[config.mk]
export PLATFORM = sky130hd
export DESIGN_NAME = device_id_base32_luhn_encoder_core
export DESIGN_NICKNAME = d
export VERILOG_FILES = /design/src/rtl/core/dib32l_pkg.sv /design/src/rtl/core/dib32l_front.sv /design/src/rtl/core/dib32l_queue.sv /design/src/rtl/core/dib32l_back.sv /design/src/rtl/core/device_id_base32_luhn_encoder_core.sv
export SDC_FILE = /design/constraint.sdc
export NUM_CORES = 1
export LEC_CHECK = 0
export BUFFER_PORTS_ARGS = -buffer_cell sky130_fd_sc_hd__buf_2
export CAP_MARGIN = 20
export CORE_MARGIN = 3
export CORE_UTILIZATION = 40
export CTS_BUF_LIST = sky130_fd_sc_hd__clkbuf_4
export CTS_CLUSTER_DIAMETER = 30
export DETAILED_ROUTE_END_ITERATION = 10
export HOLD_SLACK_MARGIN = 0.15
export PLACE_DENSITY = 0.67
export REMOVE_ABC_BUFFERS = 1
export SETUP_SLACK_MARGIN = 0.2
export SYNTH_ARGS = -nofsm -noshare
export SYNTH_HDL_FRONTEND = slang
export SYNTH_SLANG_ARGS = --single-unit
[constraint.sdc]
create_clock -name clock -period 8.03 [get_ports clock]
set_input_delay 1.606 -clock clock [delete_from_list [all_inputs] [get_ports clock]]
set_output_delay 1.606 -clock clock [all_outputs]
set_load 0.01 [all_outputs]
[src/rtl/core/dib32l_pkg.sv]
// Shared types, constants and the symbol alphabet of the base32 identifier encoder.
package dib32l_pkg;

   localparam int SYMS_PER_ITEM = 3;

   localparam logic [4:0] LAST_BYTE  = 5'd31;
   localparam logic [3:0] CHUNK_LEN  = 4'd13;
   localparam logic [2:0] GROUP_LAST = 3'd6;
   localparam logic [6:0] CHAR_DASH  = 7'h2D;
   localparam logic [6:0] CHAR_A     = 7'h41;
   localparam logic [6:0] CHAR_TWO   = 7'h32;
   localparam logic [4:0] DIGIT_BASE = 5'd26;

   typedef struct packed {
      logic [SYMS_PER_ITEM-1:0][4:0] syms;
      logic [1:0]                    count;
      logic                          last_byte;
   } sym_entry_type;

   function automatic logic [6:0] sym_char(input logic [4:0] v);
      logic [4:0] d;
      d = v - DIGIT_BASE;
      if (v < DIGIT_BASE) begin
         sym_char = CHAR_A + {2'b00, v};
      end else begin
         sym_char = CHAR_TWO + {2'b00, d};
      end
   endfunction

endpackage

[src/rtl/core/dib32l_front.sv]
// Front end: takes hash bytes and slices them into base32 data symbols.
module dib32l_front (
   input  logic                      clock,
   input  logic                      reset,
   input  logic                      req_valid,
   output logic                      req_ready,
   input  logic [7:0]                req_hash_byte,
   output logic                      push_valid,
   input  logic                      push_ready,
   output dib32l_pkg::sym_entry_type push_entry
);
   import dib32l_pkg::*;

   logic [4:0]  byte_count_ff, byte_count_in;
   logic [3:0]  left_bits_ff, left_bits_in;
   logic [2:0]  left_count_ff, left_count_in;

   logic [3:0]  cnt_base;
   logic [3:0]  cnt;
   logic [11:0] acc;
   logic        two;
   logic        final_byte;
   logic [4:0]  sym0;
   logic [4:0]  sym1;
   logic [3:0]  rem;
   logic [11:0] keep;
   logic [4:0]  flush_sym;
   logic        flush;
   logic        take;

   assign req_ready  = push_ready;
   assign push_valid = req_valid;
   assign take       = req_valid && push_ready;

   always_comb begin
      cnt_base   = (left_count_ff > 3'd4) ? 4'd4 : {1'b0, left_count_ff};
      cnt        = cnt_base + 4'd8;
      acc        = {left_bits_ff, req_hash_byte};
      two        = (cnt >= 4'd10);
      final_byte = (byte_count_ff == LAST_BYTE);
      sym0       = 5'(acc >> (cnt - 4'd5));
      sym1       = 5'(acc >> (cnt - 4'd10));
      rem        = two ? (cnt - 4'd10) : (cnt - 4'd5);
      keep       = acc & ((12'd1 << rem) - 12'd1);
      flush_sym  = {1'b0, keep[3:0]} << (4'd5 - rem);
      flush      = final_byte && (rem != 4'd0);

      push_entry.syms[0]   = sym0;
      push_entry.syms[1]   = two ? sym1 : flush_sym;
      push_entry.syms[2]   = flush_sym;
      push_entry.count     = (two ? 2'd2 : 2'd1) + {1'b0, flush};
      push_entry.last_byte = final_byte;

      if (final_byte) begin
         byte_count_in = 5'd0;
         left_bits_in  = 4'd0;
         left_count_in = 3'd0;
      end else begin
         byte_count_in = byte_count_ff + 5'd1;
         left_bits_in  = keep[3:0];
         left_count_in = rem[2:0];
      end
   end

   always_ff @(posedge clock) begin
      if (reset) begin
         byte_count_ff <= 5'd0;
         left_bits_ff  <= 4'd0;
         left_count_ff <= 3'd0;
      end else if (take) begin
         byte_count_ff <= byte_count_in;
         left_bits_ff  <= left_bits_in;
         left_count_ff <= left_count_in;
      end
   end

endmodule

[src/rtl/core/dib32l_queue.sv]
// Small register queue that decouples the symbol slicer from the character emitter.
module dib32l_queue #(
   parameter int DEPTH = 2
) (
   input  logic                      clock,
   input  logic                      reset,
   input  logic                      in_valid,
   output logic                      in_ready,
   input  dib32l_pkg::sym_entry_type in_entry,
   output logic                      out_valid,
   input  logic                      out_ready,
   output dib32l_pkg::sym_entry_type out_entry
);
   import dib32l_pkg::*;

   localparam int PTR_W = $clog2(DEPTH);
   localparam int CNT_W = $clog2(DEPTH + 1);
   localparam logic [PTR_W-1:0] PTR_LAST = PTR_W'(DEPTH - 1);
   localparam logic [CNT_W-1:0] CNT_FULL = CNT_W'(DEPTH);

   sym_entry_type    slot_ff [DEPTH];
   logic [PTR_W-1:0] wr_ptr_ff, wr_ptr_in;
   logic [PTR_W-1:0] rd_ptr_ff, rd_ptr_in;
   logic [CNT_W-1:0] fill_ff, fill_in;
   logic             push;
   logic             pop;

   assign in_ready  = (fill_ff != CNT_FULL);
   assign out_valid = (fill_ff != '0);
   assign out_entry = slot_ff[rd_ptr_ff];
   assign push      = in_valid && in_ready;
   assign pop       = out_valid && out_ready;

   always_comb begin
      wr_ptr_in = wr_ptr_ff;
      rd_ptr_in = rd_ptr_ff;
      fill_in   = fill_ff;
      if (push) begin
         wr_ptr_in = (wr_ptr_ff == PTR_LAST) ? '0 : wr_ptr_ff + 1'b1;
      end
      if (pop) begin
         rd_ptr_in = (rd_ptr_ff == PTR_LAST) ? '0 : rd_ptr_ff + 1'b1;
      end
      if (push && !pop) begin
         fill_in = fill_ff + 1'b1;
      end else if (pop && !push) begin
         fill_in = fill_ff - 1'b1;
      end
   end

   always_ff @(posedge clock) begin
      if (reset) begin
         wr_ptr_ff <= '0;
         rd_ptr_ff <= '0;
         fill_ff   <= '0;
      end else begin
         wr_ptr_ff <= wr_ptr_in;
         rd_ptr_ff <= rd_ptr_in;
         fill_ff   <= fill_in;
      end
   end

   always_ff @(posedge clock) begin
      if (push) begin
         slot_ff[wr_ptr_ff] <= in_entry;
      end
   end

endmodule

[src/rtl/core/dib32l_back.sv]
// Back end: Luhn check insertion, grouping and character output buffer.
module dib32l_back (
   input  logic                      clock,
   input  logic                      reset,
   input  logic                      pop_valid,
   output logic                      pop_ready,
   input  dib32l_pkg::sym_entry_type pop_entry,
   output logic                      rsp_valid,
   input  logic                      rsp_ready,
   output logic [6:0]                rsp_char_code,
   output logic                      rsp_last_of_id,
   output logic                      rsp_last_of_item
);
   import dib32l_pkg::*;

   logic             weight_ff, weight_in;
   logic [4:0]       sum_ff, sum_in;
   logic [3:0]       pos_ff, pos_in;
   logic [2:0]       grp_ff, grp_in;
   logic             started_ff, started_in;

   logic             buf_valid_ff;
   logic [3:0][6:0]  chars_ff, chars_in;
   logic [2:0]       count_ff, count_in;
   logic [1:0]       idx_ff;
   logic             final_ff;

   logic [4:0]       v;
   logic [5:0]       p;
   logic [4:0]       ck;
   logic             is_last;
   logic             load;

   assign is_last          = ({1'b0, idx_ff} == (count_ff - 3'd1));
   assign load             = pop_valid && (!buf_valid_ff || (rsp_ready && is_last));
   assign pop_ready        = !buf_valid_ff || (rsp_ready && is_last);
   assign rsp_valid        = buf_valid_ff;
   assign rsp_char_code    = chars_ff[idx_ff];
   assign rsp_last_of_item = is_last;
   assign rsp_last_of_id   = is_last && final_ff;

   always_comb begin
      weight_in  = weight_ff;
      sum_in     = sum_ff;
      pos_in     = pos_ff;
      grp_in     = grp_ff;
      started_in = started_ff;
      chars_in   = '0;
      count_in   = 3'd0;
      v          = 5'd0;
      p          = 6'd0;
      ck         = 5'd0;
      for (int i = 0; i < SYMS_PER_ITEM; i++) begin
         if (2'(i) < pop_entry.count) begin
            v = pop_entry.syms[i];
            if (started_in && grp_in == 3'd0 && count_in < 3'd4) begin
               chars_in[count_in[1:0]] = CHAR_DASH;
               count_in = count_in + 3'd1;
            end
            if (count_in < 3'd4) begin
               chars_in[count_in[1:0]] = sym_char(v);
               count_in = count_in + 3'd1;
            end
            started_in = 1'b1;
            grp_in     = (grp_in == GROUP_LAST) ? 3'd0 : grp_in + 3'd1;
            p          = weight_in ? {v, 1'b0} : {1'b0, v};
            sum_in     = sum_in + {4'd0, p[5]} + p[4:0];
            weight_in  = ~weight_in;
            pos_in     = pos_in + 4'd1;
            if (pos_in >= CHUNK_LEN) begin
               ck = 5'd0 - sum_in;
               if (grp_in == 3'd0 && count_in < 3'd4) begin
                  chars_in[count_in[1:0]] = CHAR_DASH;
                  count_in = count_in + 3'd1;
               end
               if (count_in < 3'd4) begin
                  chars_in[count_in[1:0]] = sym_char(ck);
                  count_in = count_in + 3'd1;
               end
               grp_in    = (grp_in == GROUP_LAST) ? 3'd0 : grp_in + 3'd1;
               pos_in    = 4'd0;
               weight_in = 1'b0;
               sum_in    = 5'd0;
            end
         end
      end
      if (pop_entry.last_byte) begin
         weight_in  = 1'b0;
         sum_in     = 5'd0;
         pos_in     = 4'd0;
         grp_in     = 3'd0;
         started_in = 1'b0;
      end
   end

   always_ff @(posedge clock) begin
      if (reset) begin
         weight_ff    <= 1'b0;
         sum_ff       <= 5'd0;
         pos_ff       <= 4'd0;
         grp_ff       <= 3'd0;
         started_ff   <= 1'b0;
         buf_valid_ff <= 1'b0;
         idx_ff       <= 2'd0;
      end else begin
         if (load) begin
            weight_ff    <= weight_in;
            sum_ff       <= sum_in;
            pos_ff       <= pos_in;
            grp_ff       <= grp_in;
            started_ff   <= started_in;
            buf_valid_ff <= 1'b1;
            idx_ff       <= 2'd0;
         end else if (buf_valid_ff && rsp_ready) begin
            if (is_last) begin
               buf_valid_ff <= 1'b0;
            end
            idx_ff <= idx_ff + 2'd1;
         end
      end
   end

   always_ff @(posedge clock) begin
      if (load) begin
         chars_ff <= chars_in;
         count_ff <= count_in;
         final_ff <= pop_entry.last_byte;
      end
   end

endmodule

[src/rtl/core/device_id_base32_luhn_encoder_core.sv]
// Top level of the base32 device identifier encoder with Luhn check symbols.
// Each request carries one byte of a 32-byte hash, most significant byte first, and
// yields one to four ASCII characters on the response channel, one character per
// cycle while rsp_ready is held high; the whole identifier is 63 characters for 32
// requests. The front slices bytes into symbols, a queue of QUEUE_DEPTH entries holds
// them, and the back inserts check symbols and separators, so requests keep being
// taken while responses wait, until the queue is full.
module device_id_base32_luhn_encoder_core #(
   parameter int QUEUE_DEPTH = 2
) (
   input  logic       clock,
   input  logic       reset,
   input  logic       req_valid,
   output logic       req_ready,
   input  logic [7:0] req_hash_byte,
   output logic       rsp_valid,
   input  logic       rsp_ready,
   output logic [6:0] rsp_char_code,
   output logic       rsp_last_of_id,
   output logic       rsp_last_of_item
);
   import dib32l_pkg::*;

   logic          push_valid;
   logic          push_ready;
   sym_entry_type push_entry;
   logic          pop_valid;
   logic          pop_ready;
   sym_entry_type pop_entry;

   dib32l_front u_front (
      .clock         (clock),
      .reset         (reset),
      .req_valid     (req_valid),
      .req_ready     (req_ready),
      .req_hash_byte (req_hash_byte),
      .push_valid    (push_valid),
      .push_ready    (push_ready),
      .push_entry    (push_entry)
   );

   dib32l_queue #(
      .DEPTH (QUEUE_DEPTH)
   ) u_queue (
      .clock     (clock),
      .reset     (reset),
      .in_valid  (push_valid),
      .in_ready  (push_ready),
      .in_entry  (push_entry),
      .out_valid (pop_valid),
      .out_ready (pop_ready),
      .out_entry (pop_entry)
   );

   dib32l_back u_back (
      .clock            (clock),
      .reset            (reset),
      .pop_valid        (pop_valid),
      .pop_ready        (pop_ready),
      .pop_entry        (pop_entry),
      .rsp_valid        (rsp_valid),
      .rsp_ready        (rsp_ready),
      .rsp_char_code    (rsp_char_code),
      .rsp_last_of_id   (rsp_last_of_id),
      .rsp_last_of_item (rsp_last_of_item)
   );

endmodule

==> results.sh <==
export IMPL_outcome="finished, final reports clean"
export IMPL_diodes=0
export IMPL_critical_path_top_delay_family="compound AO/OA/AOI/OAI gates"
export IMPL_port_buffer_count=22
export IMPL_htree_levels=3
export IMPL_r2r_end="u_back.chars_ff[12]"
export IMPL_holdCritStartpoint="u_front.byte_count_ff[4]"
export IMPL_yosys_top_cells_count="nand2_1, nor2_1, a21oi_1, ha_1, inv_1"
export IMPL_worstMarginPinSlew_ns=1.041
export IMPL_fp_coreArea_sq_mm=0.02740
export IMPL_via_per_inst=6.254
export IMPL_cp_slowest_cell="dfxtp_4"
export IMPL_yosys_register_bits=102
export IMPL_reg2reg_depth=37
export IMPL_fmax_mhz=133.3
export IMPL_die_width_um=174.1
export IMPL_ant_nets=0
export IMPL_nets=1495
export IMPL_whs_path_depth=2
export IMPL_critPathKind="flop to flop"
export IMPL_post_drt_wl_per_cell_um=20.44
export IMPL_grt_pass1_wl_mm=57.28
export IMPL_r2r_setup_slack_ns=0.53
export IMPL_drc=0
export IMPL_path_depth=37
export IMPL_path_buf_inv=5
export IMPL_slew_violations=0
export IMPL_overflow=0
export IMPL_netlist_instances=1358
export IMPL_grt_use_total=0.2326
export IMPL_synthFlopType="edfxtp_1"
export IMPL_drt_first_pass_iters=7
export IMPL_synth_top_area_frac=0.1806
export IMPL_root_buffer="clkbuf_4"
export IMPL_finalSetupViolCount=0
export IMPL_start_kind="flop"
export IMPL_end_kind="flop"
export IMPL_clkTransAtPathRegs_ns=0.20
export IMPL_hp_class="flop to flop"
export IMPL_die_area_sq_mm=0.03032
export IMPL_crit_top_cell="ha_1"
export IMPL_cp_startpoint="u_back.pos_ff[0]"
export IMPL_drt_iter0_drc=1343
export IMPL_grt_max_degree=39
export IMPL_period_minus_slack_ns=7.500
export IMPL_ys_warn_count=0
export IMPL_hold_viol_final=0
export IMPL_cts_made_buffers=9
export IMPL_synth_area_leaders="edfxtp_1, ha_1, dfxtp_1"
export IMPL_antenna_found_initial=0
export IMPL_cts_sinks=102
export IMPL_reg2reg_from="u_back.pos_ff[0]"
export IMPL_max_slew_margin=0.3045
export IMPL_ios=23
export IMPL_hold_end="u_front.byte_count_ff[4]"
export IMPL_area_growth_pct=9.615
export IMPL_netlist_area_sq_mm=0.01131
export IMPL_synth_cell_types=103
export IMPL_drive_gt1_frac=0.1505
export IMPL_place_congestion=1.045
export IMPL_synthArstFlopShare=0
export IMPL_synth_most_common_cell="nand2_1"
export IMPL_synth_area_leader_cell="edfxtp_1"
export IMPL_rsz0062_at_grt="no"
export IMPL_synth_edf_count=68
export IMPL_final_cells=1767
export IMPL_fin_crit_sh=0.9339
export IMPL_postCtsHoldBufs=0
export IMPL_tritoncts="yes"
export IMPL_rows=60
export IMPL_clockBufferDepth=2
export IMPL_maxCapViolCount=0
export IMPL_ys_seq_area_frac=0.2408
export IMPL_arrival_ns=7.79
export IMPL_synth_avg_cell_area_sq_um=8.327
export IMPL_die_h_um=174.1
export IMPL_clock_latency_ns=0.52
export IMPL_cp_data_required_time_ns=8.32
export IMPL_start_util=0.4127
export IMPL_crit_path_max_fanout=8
export IMPL_routed_wl_mm=36.12
export IMPL_cpPeakStageDelay_ns=0.41
export IMPL_fin_worst_skew_ns=0.02047
export IMPL_num_vias=11050
export IMPL_hpwl_mm=28.31
export IMPL_dp_cells=1741
export IMPL_grt_pass1_vias=10311
cell families after synthesis:
group | count (synthesis) | synth area share
AO/OA/AOI/OAI | 421 | 0.2637
XOR/XNOR | 66 | 0.05853
adder cells (fa/ha/maj) | 93 | 0.1069
buffers and inverters | 158 | 0.05676
flip-flops | 102 | 0.2408
multiplexers | 69 | 0.08143
AND/OR/NAND/NOR | 449 | 0.1920
worst max-delay path by stage:
stage	end
after CTS	u_back.chars_ff[18]
after global routing	u_back.chars_ff[12]
after detailed placement	u_back.chars_ff[12]
after global placement	u_back.chars_ff[12]
final	u_back.chars_ff[12]
after floorplan	u_back.chars_ff[12]
cells in the final DEF, fill, tap and decap left out, types with 14 or more instances in the layout:
| cell type | count |
|---|---|
| o21ai_0 | 75 |
| buf_4 | 67 |
| nor2_1 | 112 |
| o22ai_1 | 25 |
| mux4_2 | 16 |
| and2_1 | 15 |
| a22oi_1 | 22 |
| xor2_1 | 18 |
| a31oi_1 | 15 |
| mux2_2 | 14 |
| buf_2 | 22 |
| nand2_1 | 148 |
| dfxtp_1 | 30 |
| edfxtp_1 | 68 |
| mux2i_1 | 35 |
| inv_1 | 85 |
| xnor2_1 | 37 |
| ha_1 | 85 |
| a21oi_1 | 93 |
| o211ai_1 | 14 |
| nor3_1 | 29 |
| nand3_1 | 35 |
registers in the layout, summed over array words and instances, names as in the netlist, named ones only:
signal and flops:
u_back.sum_ff 5, u_front.byte_count_ff 5, u_back.started_ff 1, u_front.left_count_ff 3
u_queue.wr_ptr_ff 1, u_queue.fill_ff 2, u_back.grp_ff 3, u_back.count_ff 3
u_back.chars_ff 28, u_back.idx_ff 2, u_queue.rd_ptr_ff 1, u_queue.slot_ff 36
u_front.left_bits_ff 4, u_back.rsp_valid 1, u_back.weight_ff 1, u_back.pos_ff 4
u_back.final_ff 1
final cells by class:
type                    instances  area (sq um)
fillers                      2716         15010
flip-flops and latches        102          2730
well taps                     372         465.4
inverters                      90         341.6
repair buffers                 89         613.1
clock buffers                   9         67.56
clock inverters                 7         93.84
multi-input cells            1098          8084
worst register-to-register path: cells and delay by family (launching register included):
kind / cells / cell delay [ns]
AO/OA/AOI/OAI: 13 / 2.42
adder cells (fa/ha/maj): 7 / 1.86
AND/OR/NAND/NOR: 8 / 1.27
multiplexers: 4 / 0.84
buffers and inverters: 5 / 0.48
flip-flops: 1 / 0.41
what timing repair did:
action / CTS / global route
cloned: 0 / 0
gates resized for setup: 8 / 24
setup buffers: 0 / 10
pin swaps: 0 / 4
endpoints found under the setup margin: 15 / 30
layer usage:
metal / track usage / vias up / part of all wire
met3: 0.05002 / 124 / 0.084
met4: 0.1032 / 0 / 0.051
met1: 0.3046 / 5243 / 0.42
met5: 0 / - / 0
li1: - / 5109 / -
met2: 0.3692 / 574 / 0.45
through the flow:
step	utilization	cell area, sq um	hold slack (ns)	worst slack (ns)	TNS, ns
after floorplan	-	11000	0.4346	-0.3321	-3.766
after global placement	0.4388	12020	0.4478	0.2358	0
after detailed placement	0.4388	12020	0.4698	-0.1264	-0.2884
after CTS	0.4458	12220	0.4933	0.2642	0
after global routing	0.4524	12400	0.5489	0.1571	0
final	0.4524	12400	0.4924	0.5305	0
Power is left out: the tool's default activity adds up to more than one toggle a clock period on the data nets, which glitch-free logic cannot reach.
